<file path="src/design/sfn2d_pkg.sv">
package sfn2d_pkg;

  // pipeline stages, in order from input to output
  localparam int NUM_STAGES = 7;
  localparam int STG_SETUP  = 0;
  localparam int STG_GRAD   = 1;
  localparam int STG_ROT    = 2;
  localparam int STG_DOT    = 3;
  localparam int STG_FALL   = 4;
  localparam int STG_TERM   = 5;
  localparam int STG_SUM    = 6;

  // gradient magnitudes
  localparam logic signed [7:0] GRAD_LO = 8'sd54;
  localparam logic signed [7:0] GRAD_HI = 8'sd108;

  // hash polynomial coefficients, reduced mod 8 since only three hash bits are used
  localparam logic [2:0] HASH_A = 3'd5;  // 13 mod 8
  localparam logic [2:0] HASH_B = 3'd7;
  localparam logic [2:0] HASH_C = 3'd7;  // 15 mod 8
  localparam logic [2:0] HASH_D = 3'd3;  // 11 mod 8

  // radial falloff
  localparam logic [7:0] FALLOFF_RADIUS = 8'd102;
  localparam logic [7:0] FALLOFF_ONE    = 8'd255;

  // output gain, 136/128
  localparam logic signed [17:0] OUT_GAIN = 18'sd136;

  // fake sine constants
  localparam logic signed [8:0] SIN_HALF = 9'sd128;
  localparam logic [7:0]        SIN_ONE  = 8'd127;
  localparam logic [7:0]        QUARTER  = 8'd64;

  // per-stage load enables
  typedef struct packed {
    logic [NUM_STAGES-1:0] load;
  } pipe_ctl_t;

  // simplex corner, only the low three bits of each lattice coordinate matter
  typedef struct packed {
    logic [2:0] cu;
    logic [2:0] cv;
  } corner_t;

  // values shared by all three corners
  typedef struct packed {
    logic [7:0]        lx;
    logic [7:0]        ly;
    logic              rot;
    logic signed [7:0] ca;
    logic signed [7:0] sa;
  } shared_t;

  // parabolic fake sine, full turn is 256, result wraps to 8 bits
  function automatic logic signed [7:0] par_sin(input logic [7:0] a);
    logic signed [8:0]  t2;
    logic [8:0]         ab;
    logic signed [7:0]  q;
    logic signed [15:0] qq;
    logic [7:0]         qs;
    logic [7:0]         r;
    t2 = $signed({1'b0, a[6:0], 1'b0}) - SIN_HALF;
    ab = t2[8] ? 9'(-t2) : 9'(t2);
    q  = $signed(ab[7:0]);
    qq = q * q;
    qs = qq[14:7];
    r  = 8'(SIN_ONE - qs);
    return a[7] ? $signed(8'(-r)) : $signed(r);
  endfunction

  function automatic logic signed [7:0] par_cos(input logic [7:0] a);
    return par_sin(8'(a + QUARTER));
  endfunction

endpackage

</file>
<file path="src/design/sfn2d_setup.sv">
module sfn2d_setup (
  input  logic                clk,
  input  sfn2d_pkg::pipe_ctl_t ctl,
  input  logic [15:0]         x_coord,
  input  logic [15:0]         y_coord,
  input  logic [7:0]          rotation_angle,
  output sfn2d_pkg::corner_t  corner_base,
  output sfn2d_pkg::corner_t  corner_mid,
  output sfn2d_pkg::corner_t  corner_top,
  output sfn2d_pkg::shared_t  shared
);
  import sfn2d_pkg::*;

  logic [10:0] su;
  logic [2:0]  bu;
  logic [2:0]  bv;
  logic        step_u;
  corner_t     base_nxt, mid_nxt, top_nxt;
  corner_t     base_r, mid_r, top_r;
  shared_t     shared_nxt, shared_r;

  // skew onto the simplex grid and pick the three corners
  always_comb begin
    su     = 11'(x_coord[10:0] + y_coord[11:1]);
    bu     = su[10:8];
    bv     = y_coord[10:8];
    step_u = su[7:0] > y_coord[7:0];

    base_nxt.cu = bu;
    base_nxt.cv = bv;
    mid_nxt.cu  = step_u ? 3'(bu + 3'd1) : bu;
    mid_nxt.cv  = step_u ? bv : 3'(bv + 3'd1);
    top_nxt.cu  = 3'(bu + 3'd1);
    top_nxt.cv  = 3'(bv + 3'd1);

    shared_nxt.lx  = x_coord[8:1];
    shared_nxt.ly  = y_coord[8:1];
    shared_nxt.rot = |rotation_angle;
    shared_nxt.sa  = par_sin(rotation_angle);
    shared_nxt.ca  = par_cos(rotation_angle);
  end

  // stage register
  always_ff @(posedge clk) begin
    if (ctl.load[STG_SETUP]) begin
      base_r   <= base_nxt;
      mid_r    <= mid_nxt;
      top_r    <= top_nxt;
      shared_r <= shared_nxt;
    end
  end

  assign corner_base = base_r;
  assign corner_mid  = mid_r;
  assign corner_top  = top_r;
  assign shared      = shared_r;

endmodule

</file>
<file path="src/design/sfn2d_corner.sv">
module sfn2d_corner (
  input  logic                 clk,
  input  sfn2d_pkg::pipe_ctl_t ctl,
  input  sfn2d_pkg::corner_t   corner,
  input  sfn2d_pkg::shared_t   shared,
  output logic signed [7:0]    term
);
  import sfn2d_pkg::*;

  // gradient stage
  logic [1:0]         pxm;
  logic [2:0]         h1, h2, hash;
  logic signed [7:0]  dx_nxt, dy_nxt, tx_nxt, ty_nxt;
  logic signed [15:0] ctx_nxt, sty_nxt, stx_nxt, cty_nxt, dxx_nxt, dyy_nxt;
  logic signed [7:0]  dx_b_r, dy_b_r, tx_r, ty_r;
  logic signed [15:0] ctx_r, sty_r, stx_r, cty_r, dxx_r, dyy_r;
  logic               rot_r;

  // rotation and radius stage
  logic signed [15:0] rx, ry;
  logic [15:0]        rad_sum;
  logic [7:0]         rad;
  logic signed [7:0]  gx_nxt, gy_nxt, gx_r, gy_r, dx_c_r, dy_c_r;
  logic [7:0]         mm1_nxt, mm1_r;

  // dot product and first falloff square
  logic signed [15:0] pgx_nxt, pgy_nxt, pgx_r, pgy_r;
  logic [15:0]        mm1_sq;
  logic [7:0]         mm2_r;

  // ramp and second falloff square
  logic signed [15:0] gsum;
  logic [15:0]        mm2_sq;
  logic signed [7:0]  g_r;
  logic [7:0]         mm3_r;

  // weighted term
  logic signed [16:0] gm;
  logic signed [7:0]  term_r;

  // offsets, hash, gradient pick and all products that depend on them
  always_comb begin
    pxm    = 2'({corner.cu[0], 1'b0} - corner.cv[1:0]);
    dx_nxt = $signed(8'(shared.lx - {pxm, 6'd0}));
    dy_nxt = $signed(8'(shared.ly - {corner.cv[0], 7'd0}));

    h1   = 3'(3'(HASH_A * corner.cu + HASH_B) * corner.cu);
    h2   = 3'(h1 + corner.cv);
    hash = 3'(3'(HASH_C * h2 + HASH_D) * h2);

    tx_nxt = hash[0] ? GRAD_LO : GRAD_HI;
    ty_nxt = hash[0] ? GRAD_HI : GRAD_LO;
    if (hash[1]) begin
      tx_nxt = 8'(-tx_nxt);
    end
    if (hash[2]) begin
      ty_nxt = 8'(-ty_nxt);
    end

    ctx_nxt = $signed(shared.ca) * tx_nxt;
    sty_nxt = $signed(shared.sa) * ty_nxt;
    stx_nxt = $signed(shared.sa) * tx_nxt;
    cty_nxt = $signed(shared.ca) * ty_nxt;
    dxx_nxt = dx_nxt * dx_nxt;
    dyy_nxt = dy_nxt * dy_nxt;
  end

  always_ff @(posedge clk) begin
    if (ctl.load[STG_GRAD]) begin
      dx_b_r <= dx_nxt;
      dy_b_r <= dy_nxt;
      tx_r   <= tx_nxt;
      ty_r   <= ty_nxt;
      rot_r  <= shared.rot;
      ctx_r  <= ctx_nxt;
      sty_r  <= sty_nxt;
      stx_r  <= stx_nxt;
      cty_r  <= cty_nxt;
      dxx_r  <= dxx_nxt;
      dyy_r  <= dyy_nxt;
    end
  end

  // rotated gradient, squared radius and falloff base
  always_comb begin
    rx      = (ctx_r >>> 7) - (sty_r >>> 7);
    ry      = (stx_r >>> 7) + (cty_r >>> 7);
    gx_nxt  = rot_r ? $signed(rx[7:0]) : tx_r;
    gy_nxt  = rot_r ? $signed(ry[7:0]) : ty_r;
    rad_sum = 16'((dxx_r >>> 7) + (dyy_r >>> 7));
    rad     = rad_sum[7:0];
    if (rad > FALLOFF_RADIUS) begin
      mm1_nxt = '0;
    end else begin
      mm1_nxt = 8'(FALLOFF_ONE - {rad[6:0], 1'b0} - {1'b0, rad[7:1]});
    end
  end

  always_ff @(posedge clk) begin
    if (ctl.load[STG_ROT]) begin
      gx_r   <= gx_nxt;
      gy_r   <= gy_nxt;
      dx_c_r <= dx_b_r;
      dy_c_r <= dy_b_r;
      mm1_r  <= mm1_nxt;
    end
  end

  // ramp products and first falloff square
  always_comb begin
    pgx_nxt = gx_r * dx_c_r;
    pgy_nxt = gy_r * dy_c_r;
    mm1_sq  = mm1_r * mm1_r;
  end

  always_ff @(posedge clk) begin
    if (ctl.load[STG_DOT]) begin
      pgx_r <= pgx_nxt;
      pgy_r <= pgy_nxt;
      mm2_r <= mm1_sq[15:8];
    end
  end

  // ramp sum and second falloff square
  always_comb begin
    gsum   = (pgx_r >>> 7) + (pgy_r >>> 7);
    mm2_sq = mm2_r * mm2_r;
  end

  always_ff @(posedge clk) begin
    if (ctl.load[STG_FALL]) begin
      g_r   <= $signed(gsum[7:0]);
      mm3_r <= mm2_sq[15:8];
    end
  end

  // ramp weighted by falloff, floor shift by 6
  assign gm = g_r * $signed({1'b0, mm3_r});

  always_ff @(posedge clk) begin
    if (ctl.load[STG_TERM]) begin
      term_r <= $signed(gm[13:6]);
    end
  end

  assign term = term_r;

endmodule

</file>
<file path="src/design/sfn2d_sum.sv">
module sfn2d_sum (
  input  logic                 clk,
  input  sfn2d_pkg::pipe_ctl_t ctl,
  input  logic signed [7:0]    term_base,
  input  logic signed [7:0]    term_mid,
  input  logic signed [7:0]    term_top,
  output logic signed [7:0]    noise_value
);
  import sfn2d_pkg::*;

  logic signed [9:0]  total;
  logic signed [17:0] scaled;
  logic signed [7:0]  noise_value_r;

  // add the three corners and scale by 136/128
  always_comb begin
    total  = $signed({{2{term_base[7]}}, term_base})
           + $signed({{2{term_mid[7]}}, term_mid})
           + $signed({{2{term_top[7]}}, term_top});
    scaled = total * OUT_GAIN;
  end

  // output register
  always_ff @(posedge clk) begin
    if (ctl.load[STG_SUM]) begin
      noise_value_r <= $signed(scaled[14:7]);
    end
  end

  assign noise_value = noise_value_r;

endmodule

</file>
<file path="src/design/simplex_flow_noise_2d_8bit.sv">
// 2-D simplex flow noise in 8-bit fixed point: each transfer on the in_ channel carries
// one 8.8 point and a rotation angle, and yields exactly one signed 1.7 noise value on the
// out_ channel, in order. The datapath is a seven-stage pipeline (corner setup, gradient
// pick, rotation and radius, ramp products, falloff squares, weighting, final sum) with the
// three simplex corners computed side by side, so a new point is taken every cycle when
// the output is not stalled, and each result leaves through the final sum register. Each
// stage carries a valid bit and loads only when it is empty or the stage after it moves, so
// back-pressure on out_ready fills empty stages first and in_ready stays high while any bubble
// remains. Nothing is kept between points; there are no configuration registers.
module simplex_flow_noise_2d_8bit (
  input  logic              clk,
  input  logic              rst_n,
  input  logic              in_valid,
  output logic              in_ready,
  input  logic [15:0]       in_x_coord,
  input  logic [15:0]       in_y_coord,
  input  logic [7:0]        in_rotation_angle,
  output logic              out_valid,
  input  logic              out_ready,
  output logic signed [7:0] out_noise_value
);
  import sfn2d_pkg::*;

  logic [NUM_STAGES-1:0] valid_r, valid_nxt, valid_up;
  pipe_ctl_t             ctl;
  corner_t               corner_base, corner_mid, corner_top;
  shared_t               shared;
  logic signed [7:0]     term_base, term_mid, term_top;

  // load enables ripple back from the output; valid bits follow the data
  always_comb begin
    ctl.load[NUM_STAGES-1] = !valid_r[NUM_STAGES-1] || out_ready;
    for (int i = NUM_STAGES - 2; i >= 0; i--) begin
      ctl.load[i] = !valid_r[i] || ctl.load[i+1];
    end
    valid_up  = {valid_r[NUM_STAGES-2:0], in_valid};
    valid_nxt = (ctl.load & valid_up) | (~ctl.load & valid_r);
  end

  always_ff @(posedge clk) begin
    if (!rst_n) begin
      valid_r <= '0;
    end else begin
      valid_r <= valid_nxt;
    end
  end

  assign in_ready  = ctl.load[STG_SETUP];
  assign out_valid = valid_r[STG_SUM];

  sfn2d_setup u_setup (
    .clk            (clk),
    .ctl            (ctl),
    .x_coord        (in_x_coord),
    .y_coord        (in_y_coord),
    .rotation_angle (in_rotation_angle),
    .corner_base    (corner_base),
    .corner_mid     (corner_mid),
    .corner_top     (corner_top),
    .shared         (shared)
  );

  sfn2d_corner u_corner_base (
    .clk    (clk),
    .ctl    (ctl),
    .corner (corner_base),
    .shared (shared),
    .term   (term_base)
  );

  sfn2d_corner u_corner_mid (
    .clk    (clk),
    .ctl    (ctl),
    .corner (corner_mid),
    .shared (shared),
    .term   (term_mid)
  );

  sfn2d_corner u_corner_top (
    .clk    (clk),
    .ctl    (ctl),
    .corner (corner_top),
    .shared (shared),
    .term   (term_top)
  );

  sfn2d_sum u_sum (
    .clk         (clk),
    .ctl         (ctl),
    .term_base   (term_base),
    .term_mid    (term_mid),
    .term_top    (term_top),
    .noise_value (out_noise_value)
  );

endmodule

</file>
<file path="config.mk">
export PLATFORM = sky130hd
export DESIGN_NAME = simplex_flow_noise_2d_8bit
export DESIGN_NICKNAME = d
export VERILOG_FILES = /design/src/design/sfn2d_pkg.sv /design/src/design/sfn2d_setup.sv /design/src/design/sfn2d_corner.sv /design/src/design/sfn2d_sum.sv /design/src/design/simplex_flow_noise_2d_8bit.sv
export SDC_FILE = /design/constraint.sdc
export NUM_CORES = 2
export LEC_CHECK = 0
export ABC_AREA = 1
export BUFFER_PORTS_ARGS = -buffer_cell sky130_fd_sc_hd__buf_4
export CORE_AREA = 2 2 454 456
export CTS_BUF_LIST = sky130_fd_sc_hd__clkbuf_4
export DETAILED_ROUTE_END_ITERATION = 16
export DIE_AREA = 0 0 456 458
export PLACE_DENSITY = 0.51
export SLEW_MARGIN = 5
export SYNTH_ARGS = -nofsm -noshare
export SYNTH_HDL_FRONTEND = slang
export SYNTH_SLANG_ARGS = --single-unit
</file>
<file path="constraint.sdc">
create_clock -name clk -period 9.5 [get_ports clk]
set_input_delay 0.475 -clock clk [delete_from_list [all_inputs] [get_ports clk]]
set_output_delay 0.475 -clock clk [all_outputs]
set_load 0.01 [all_outputs]
</file>
**After elaboration in Yosys (flattened, before gate mapping)**

Index checks and enable logic that the tools add are counted.

- Flip-flop bits (word level): 739
- Output and inout port bits: 10
- Input port bits: 44
- Word-level logic and storage cells: 228

- Add/sub/neg operators: 56
- Order comparisons: 4
- Bitwise logic cells: 4
- Multipliers: 48
- Mux-type cells: 24
- Reduce and logical (&&, ||, !) cells: 15

Operators by type and width:

| operator | number |
|---|---|
| 8-bit by 8-bit multiplier with 15-bit output | 26 |
| 8-bit two-way mux | 16 |
| 8-bit by 8-bit multiplier with 16-bit output | 6 |
| 8-bit negator | 10 |
| 8-bit adder | 9 |
| 8-bit subtractor | 9 |
| 8-bit by 9-bit multiplier with 14-bit output | 3 |
| 7-bit two-way mux | 6 |
| 8-bit by 7-bit greater-than comparator with 1-bit output, second input constant | 3 |
| 8-bit by 7-bit subtractor with 8-bit output | 3 |
| 8-bit subtractor, first input constant | 3 |
| 3-bit by 3-bit multiplier with 3-bit output | 6 |
| 8-bit by 8-bit subtractor with 9-bit output, second input constant | 2 |
| 7-bit by 8-bit subtractor with 8-bit output, first input constant | 2 |
| 7-bit bitwise AND | 2 |
| 10-bit by 6-bit multiplier with 12-bit output, second input constant | 1 |
| 11-bit adder | 1 |
| 9-bit by 8-bit adder with 10-bit output | 1 |
| 3-bit by 2-bit adder with 3-bit output, second input constant | 3 |
| 3-bit adder | 3 |
| 3-bit adder, second input constant | 3 |
| 8-bit by 8-bit adder with 9-bit output | 1 |
| 1-bit by 3-bit multiplier with 3-bit output, first input constant | 3 |
| 3-bit by 3-bit multiplier with 3-bit output, first input constant | 3 |
| other kinds (10) | 26 |

**Longest topological paths before layout**

- Depth in word-level cells: 11
- Gate-level depth with buffers: 35

**Hierarchy**

A second synthesis with hierarchy kept.

- Cell total of the unflattened synthesis: 9916
- Area total of the unflattened synthesis: 85841.1 µm²

Modules (own cells, without submodules):

| module | times used | area each (µm²) | cells each | seq. area each (µm²) |
|---|---|---|---|---|
| sfn2d_corner (u_corner_top) | 1 | 26066.2 | 3004 | 4714.5 |
| sfn2d_corner (u_corner_base) | 1 | 25842.3 | 2957 | 4714.5 |
| sfn2d_corner (u_corner_mid) | 1 | 25822.3 | 2961 | 4714.5 |
| sfn2d_setup | 1 | 6483.7 | 803 | 1501.4 |
| sfn2d_sum | 1 | 1338.8 | 158 | 240.2 |
| simplex_flow_noise_2d_8bit | 1 | 287.8 | 33 | 140.1 |

**Worst setup path after synthesis**

Ideal clock, no wire load.

- Path kind: input -> register
- From: input out_ready
- To: register u_corner_base.ctx_r[10] (enable)
- Path slack: 0.848 ns
- Arrival: 8.121 ns
- Path buffers: 0
- Data required time: 8.969 ns
- Cell stages on the path: 10
- Cell sequence: nor2_1 > inv_1 > nor2_1 > inv_1 > nor2_1 > inv_1 > nor2_2 > nand2_1 > nor2_2 > inv_1

RTL lines:

| item | line | source |
|---|---|---|
| start: declaration | simplex_flow_noise_2d_8bit.sv:19 | `input logic out_ready,` |
| end signal: assignment | sfn2d_corner.sv:75 | `ctx_r <= ctx_nxt;` |
| end: declaration | sfn2d_corner.sv:16 | `logic signed [15:0] ctx_r, sty_r, stx_r, cty_r, dxx_r, dyy_r;` |

**Final worst setup path**

- From: register u_setup.mid_r, in the netlist u_setup.corner_mid[3]
- To: register u_corner_mid.sty_r[14] (data pin)

- Word-level cells in the longest chain between the ends: 11

Ends and longest elaborated chain:

| item | line | source |
|---|---|---|
| start: declaration | sfn2d_setup.sv:19 | `corner_t base_r, mid_r, top_r;` |
| start signal: assignment | sfn2d_setup.sv:47 | `mid_r <= mid_nxt;` |
| 3-bit by 3-bit multiplier with 3-bit output | sfn2d_corner.sv:47 | `h1 = 3'(3'(HASH_A * corner.cu + HASH_B) * corner.cu);` |
| 3-bit adder | sfn2d_corner.sv:47 |  |
| 3-bit by 3-bit multiplier with 3-bit output * | sfn2d_corner.sv:47 |  |
| 3-bit adder * | sfn2d_corner.sv:48 | `h2 = 3'(h1 + corner.cv);` |
| 1-bit by 3-bit multiplier with 3-bit output | sfn2d_corner.sv:49 | `hash = 3'(3'(HASH_C * h2 + HASH_D) * h2);` |
| 3-bit by 2-bit adder with 3-bit output | sfn2d_corner.sv:49 |  |
| 3-bit by 3-bit multiplier with 3-bit output * | sfn2d_corner.sv:49 |  |
| 7-bit two-way mux | sfn2d_corner.sv:52 | `ty_nxt = hash[0] ? GRAD_HI : GRAD_LO;` |
| 8-bit negator | sfn2d_corner.sv:57 | `ty_nxt = 8'(-ty_nxt);` |
| 8-bit two-way mux * | sfn2d_corner.sv:56 | `if (hash[2]) begin` |
| 8-bit by 8-bit multiplier with 15-bit output * | sfn2d_corner.sv:61 | `sty_nxt = $signed(shared.sa) * ty_nxt;` |
| named net u_corner_mid.sty_nxt[14] | sfn2d_corner.sv:14 | `logic signed [15:0] ctx_nxt, sty_nxt, stx_nxt, cty_nxt, dxx_nxt, dyy_nxt;` |
| end signal: assignment | sfn2d_corner.sv:76 | `sty_r <= sty_nxt;` |
| end: declaration | sfn2d_corner.sv:16 |  |

The timed path passes the listed nets; every way through them passes the cells marked *.
A chain may end at the register's enable or synchronous reset.

==> results.yml <==
hold_path:
  holdCritPathClass: "input pin to register"
  holdCritStartpoint: "in_valid"
routing:
  via_count: 57320
  ant_nets: 0
  drt_drc_violations_left: 0
  drt_iter0_drc: 2544
  routed_via_density: 4.656
  initial_drt_pass_iterations: 7
  route.detailed.wl_per_inst_um: 14.51
  drt-total-wl_um: 178600
sta:
  clock-skew-final_ns: 0.07932
  grt_setup_unrepaired: "false"
  report.final.hold_viol_count: 0
  slew_viol_final: 0
  max_freq_ghz: 0.1560
  post_route_setup_tns_ns: 0
  timing.final.setup_violations: 0
  max_slew.worst_pin.slew_ns: 1.104
  finalWorstPathRequiredPeriod_ns: 6.410
  final_min_period_over_clock_period_pct: 67.47
  worst_slew_slack_as_a_fraction_of_its_limit_pct: 26.43
global_routing:
  grt_antenna_before_repair: 11
  grt_use_total_pct: 17.73
  gr-usage-met3_pct: 2.349
  grt_pass1_wl_um: 301600
  grt_max_degree: 71
  grt_remaining_overflow: 0
  globalRouteMet2Util_pct: 30.71
  groute.layer.met1.usage_pct: 23.47
  grt_pass1_vias: 60570
  busiest_layer: "met2"
job:
  cap_violations: 0
finish:
  fin_nets: 11780
  largest_reg_flops: 32
  layout-area-overhead-vs-synth_pct: 6.874
  final_layout_size_suffix_gt1_share_pct: 4.680
setup_path:
  timing.critical_path.max_delay_family: "adder cells"
  critical_path_class: "register to register"
  critical_path.max_stage_delay_ns: 0.59
  setup.worst_path.end_class: "register"
  critPathMaxFanout: 33
  timing.reg2reg.setup_slack_ns: 3.09
  cell_with_the_most_instances_on_the_worst_path: "sky130_fd_sc_hd__inv_1"
  worstSetupEndpoint: "u_corner_mid.sty_r[14]"
  worstReg2RegEnd: "u_corner_mid.sty_r[14]"
  worst_ep_required_ns: 10.41
  worst_r2r_path_depth: 29
  critPathSlowestCell: "sky130_fd_sc_hd__inv_2"
  crit_start: "u_setup.corner_mid[3]"
  worst-path-buf-inv: 9
  rr_startpoint: "u_setup.corner_mid[3]"
  cp_data_arrival_time_ns: 7.32
  setup.worst_path.start_class: "register"
  path_depth: 29
floorplanning:
  fp.dieH_um: 458
  coreArea_um2: 203800
  die_span_in_x_um: 456
  rows: 166
  top_level_ports: 54
  initial_util_pct: 39.83
  die_area_um2: 208800
placed_design:
  dp_hpwl_um: 147000
  placement.io_buffers: 44
  routabilityCongestion: 0.8351
cts:
  numCtsBuffers: 153
  worst_skew_pair_latency_ns: 1.18
  holdBufCountCts: 59
  post_cts_resized: 0
  cts.clk_slew.worst_paths_ns: 0.07
  tritoncts: "built"
  cts_max_level: 4
  cts_post_setup_buffers_inserted: 0
  cts.sinks: 480
  clockRootBuffer: "sky130_fd_sc_hd__clkbuf_4"
  ctsLongestPathBuffers: 3
synthesis:
  ys_dominant_reg_cell: "sky130_fd_sc_hd__edfxtp_1"
  main_area_contributors_after_synthesis: "sky130_fd_sc_hd__fa_1 (28%), sky130_fd_sc_hd__edfxtp_1 (18%), sky130_fd_sc_hd__ha_1 (17%)"
  synth_area_um2: 81150
  part_of_the_yosys_area_used_for_sequential_elements_pct: 17.68
  ys_ff_latch: 480
  yosysWarningCount: 0
  synth_enable_flop_cells: 473
  synth-async-reset-ratio_pct: 0
  synth.distinct_cells: 57
  synth_largest_area_cell: "sky130_fd_sc_hd__fa_1"
  synth.most_common_cell: "sky130_fd_sc_hd__inv_1"
  ys_top_cells_by_count: "sky130_fd_sc_hd__inv_1 (2546), sky130_fd_sc_hd__nand2_1 (1696), sky130_fd_sc_hd__fa_1 (1127)"
  netlist.area_leader.share_pct: 27.80
  synth.avg_cell_area_um2: 8.601
  syn-instance-count: 9435
outcome:
  result_of_the_run: "finished, final reports clean"
## per-stage QoR
step	worst slack [ns]	hold slack, ns	util (%)	area [um^2]	instances
3_5_place_dp	3.080	0.4054	41.34	84220	11980
2_1_floorplan	0.8481	0.4003	-	81250	9461
5_1_grt	2.596	0.09361	42.56	86720	12310
3_3_place_gp	3.078	0.4051	41.34	84220	11980
4_1_cts	3.082	0.001463	42.56	86710	12300
6_report	3.090	0.1952	42.56	86730	12310
## routing by layer
metal	wire, um	up-vias
li1	-	28780
met1	83400	27560
met2	85450	781
met3	6513	188
met4	3173	6
met5	32	-
## layout by cell type (no fill, tap or decap), types with 7 or more instances in the layout
master,n
sky130_fd_sc_hd__inv_1,2543
sky130_fd_sc_hd__nand2_1,1694
sky130_fd_sc_hd__fa_1,1127
sky130_fd_sc_hd__ha_1,1108
sky130_fd_sc_hd__edfxtp_1,473
sky130_fd_sc_hd__nor2_1,419
sky130_fd_sc_hd__a21oi_1,374
sky130_fd_sc_hd__xor2_1,348
sky130_fd_sc_hd__o21ai_0,253
sky130_fd_sc_hd__clkbuf_4,197
sky130_fd_sc_hd__xnor2_1,192
sky130_fd_sc_hd__nand3_1,183
sky130_fd_sc_hd__buf_4,88
sky130_fd_sc_hd__nand4_1,62
sky130_fd_sc_hd__dlygate4sd3_1,59
sky130_fd_sc_hd__nor3_1,53
sky130_fd_sc_hd__or2_2,53
sky130_fd_sc_hd__clkinv_1,45
sky130_fd_sc_hd__a21o_1,28
sky130_fd_sc_hd__conb_1,28
sky130_fd_sc_hd__o21bai_1,25
sky130_fd_sc_hd__a211oi_1,23
sky130_fd_sc_hd__o211ai_1,22
sky130_fd_sc_hd__nand2_2,18
sky130_fd_sc_hd__inv_2,17
sky130_fd_sc_hd__o31ai_1,17
sky130_fd_sc_hd__o21ai_1,16
sky130_fd_sc_hd__clkinv_2,15
sky130_fd_sc_hd__nor2_2,14
sky130_fd_sc_hd__a31o_2,11
sky130_fd_sc_hd__nand3b_1,11
sky130_fd_sc_hd__o2111ai_1,9
sky130_fd_sc_hd__nor4_1,8
sky130_fd_sc_hd__a31oi_1,8
sky130_fd_sc_hd__o21a_1,7
sky130_fd_sc_hd__dfxtp_1,7
## worst min-delay path by stage
stage                                   end  cells past startpoint  slack (ns)
floorplan           u_corner_base.dx_c_r[0]                      0        0.40
global placement     u_corner_mid.dx_c_r[6]                      0        0.41
detailed placement  u_corner_base.dx_c_r[5]                      0        0.41
CTS                              valid_r[0]                      4       0.001
global route          u_setup.corner_mid[0]                      3        0.09
finish                           valid_r[0]                      4        0.20
## cell type report
cell class | count | area [um^2]
clock buffer | 197 | 1479
clock inverter | 70 | 416.7
tap | 2688 | 3363
sequential | 480 | 14340
inverter | 2566 | 9639
fill | 20180 | 117000
timing repair buffer | 147 | 1251
antenna | 6 | 15.01
multi-input combinational | 6155 | 56220
## worst reg2reg max path, delay by kind of cell (launching register included)
kind                     cells  cell delay [ns]
AO/OA/AOI/OAI                3             0.61
adder cells (fa/ha/maj)      8             3.00
flip-flops                   1             0.46
AND/OR/NAND/NOR              8             0.96
buffers and inverters        9             0.99
XOR/XNOR                     1             0.15
## cells by family (layout without fill, tap and decap cells)
kind of cell / Yosys count / count (layout) / share of synthesized area (%)
AND/OR/NAND/NOR: 2535 / 2535 / 12.74
XOR/XNOR: 543 / 543 / 5.902
AO/OA/AOI/OAI: 813 / 813 / 5.597
buffers and inverters: 2826 / 2980 / 13.18
flip-flops: 480 / 480 / 17.68
multiplexers: 1 / 1 / 0.01388
adder cells (fa/ha/maj): 2235 / 2235 / 44.89
other: 2 / 34 / 0.009255
Power is left out: the tool's default activity adds up to more than one toggle a clock period on the data nets, which glitch-free logic cannot reach.
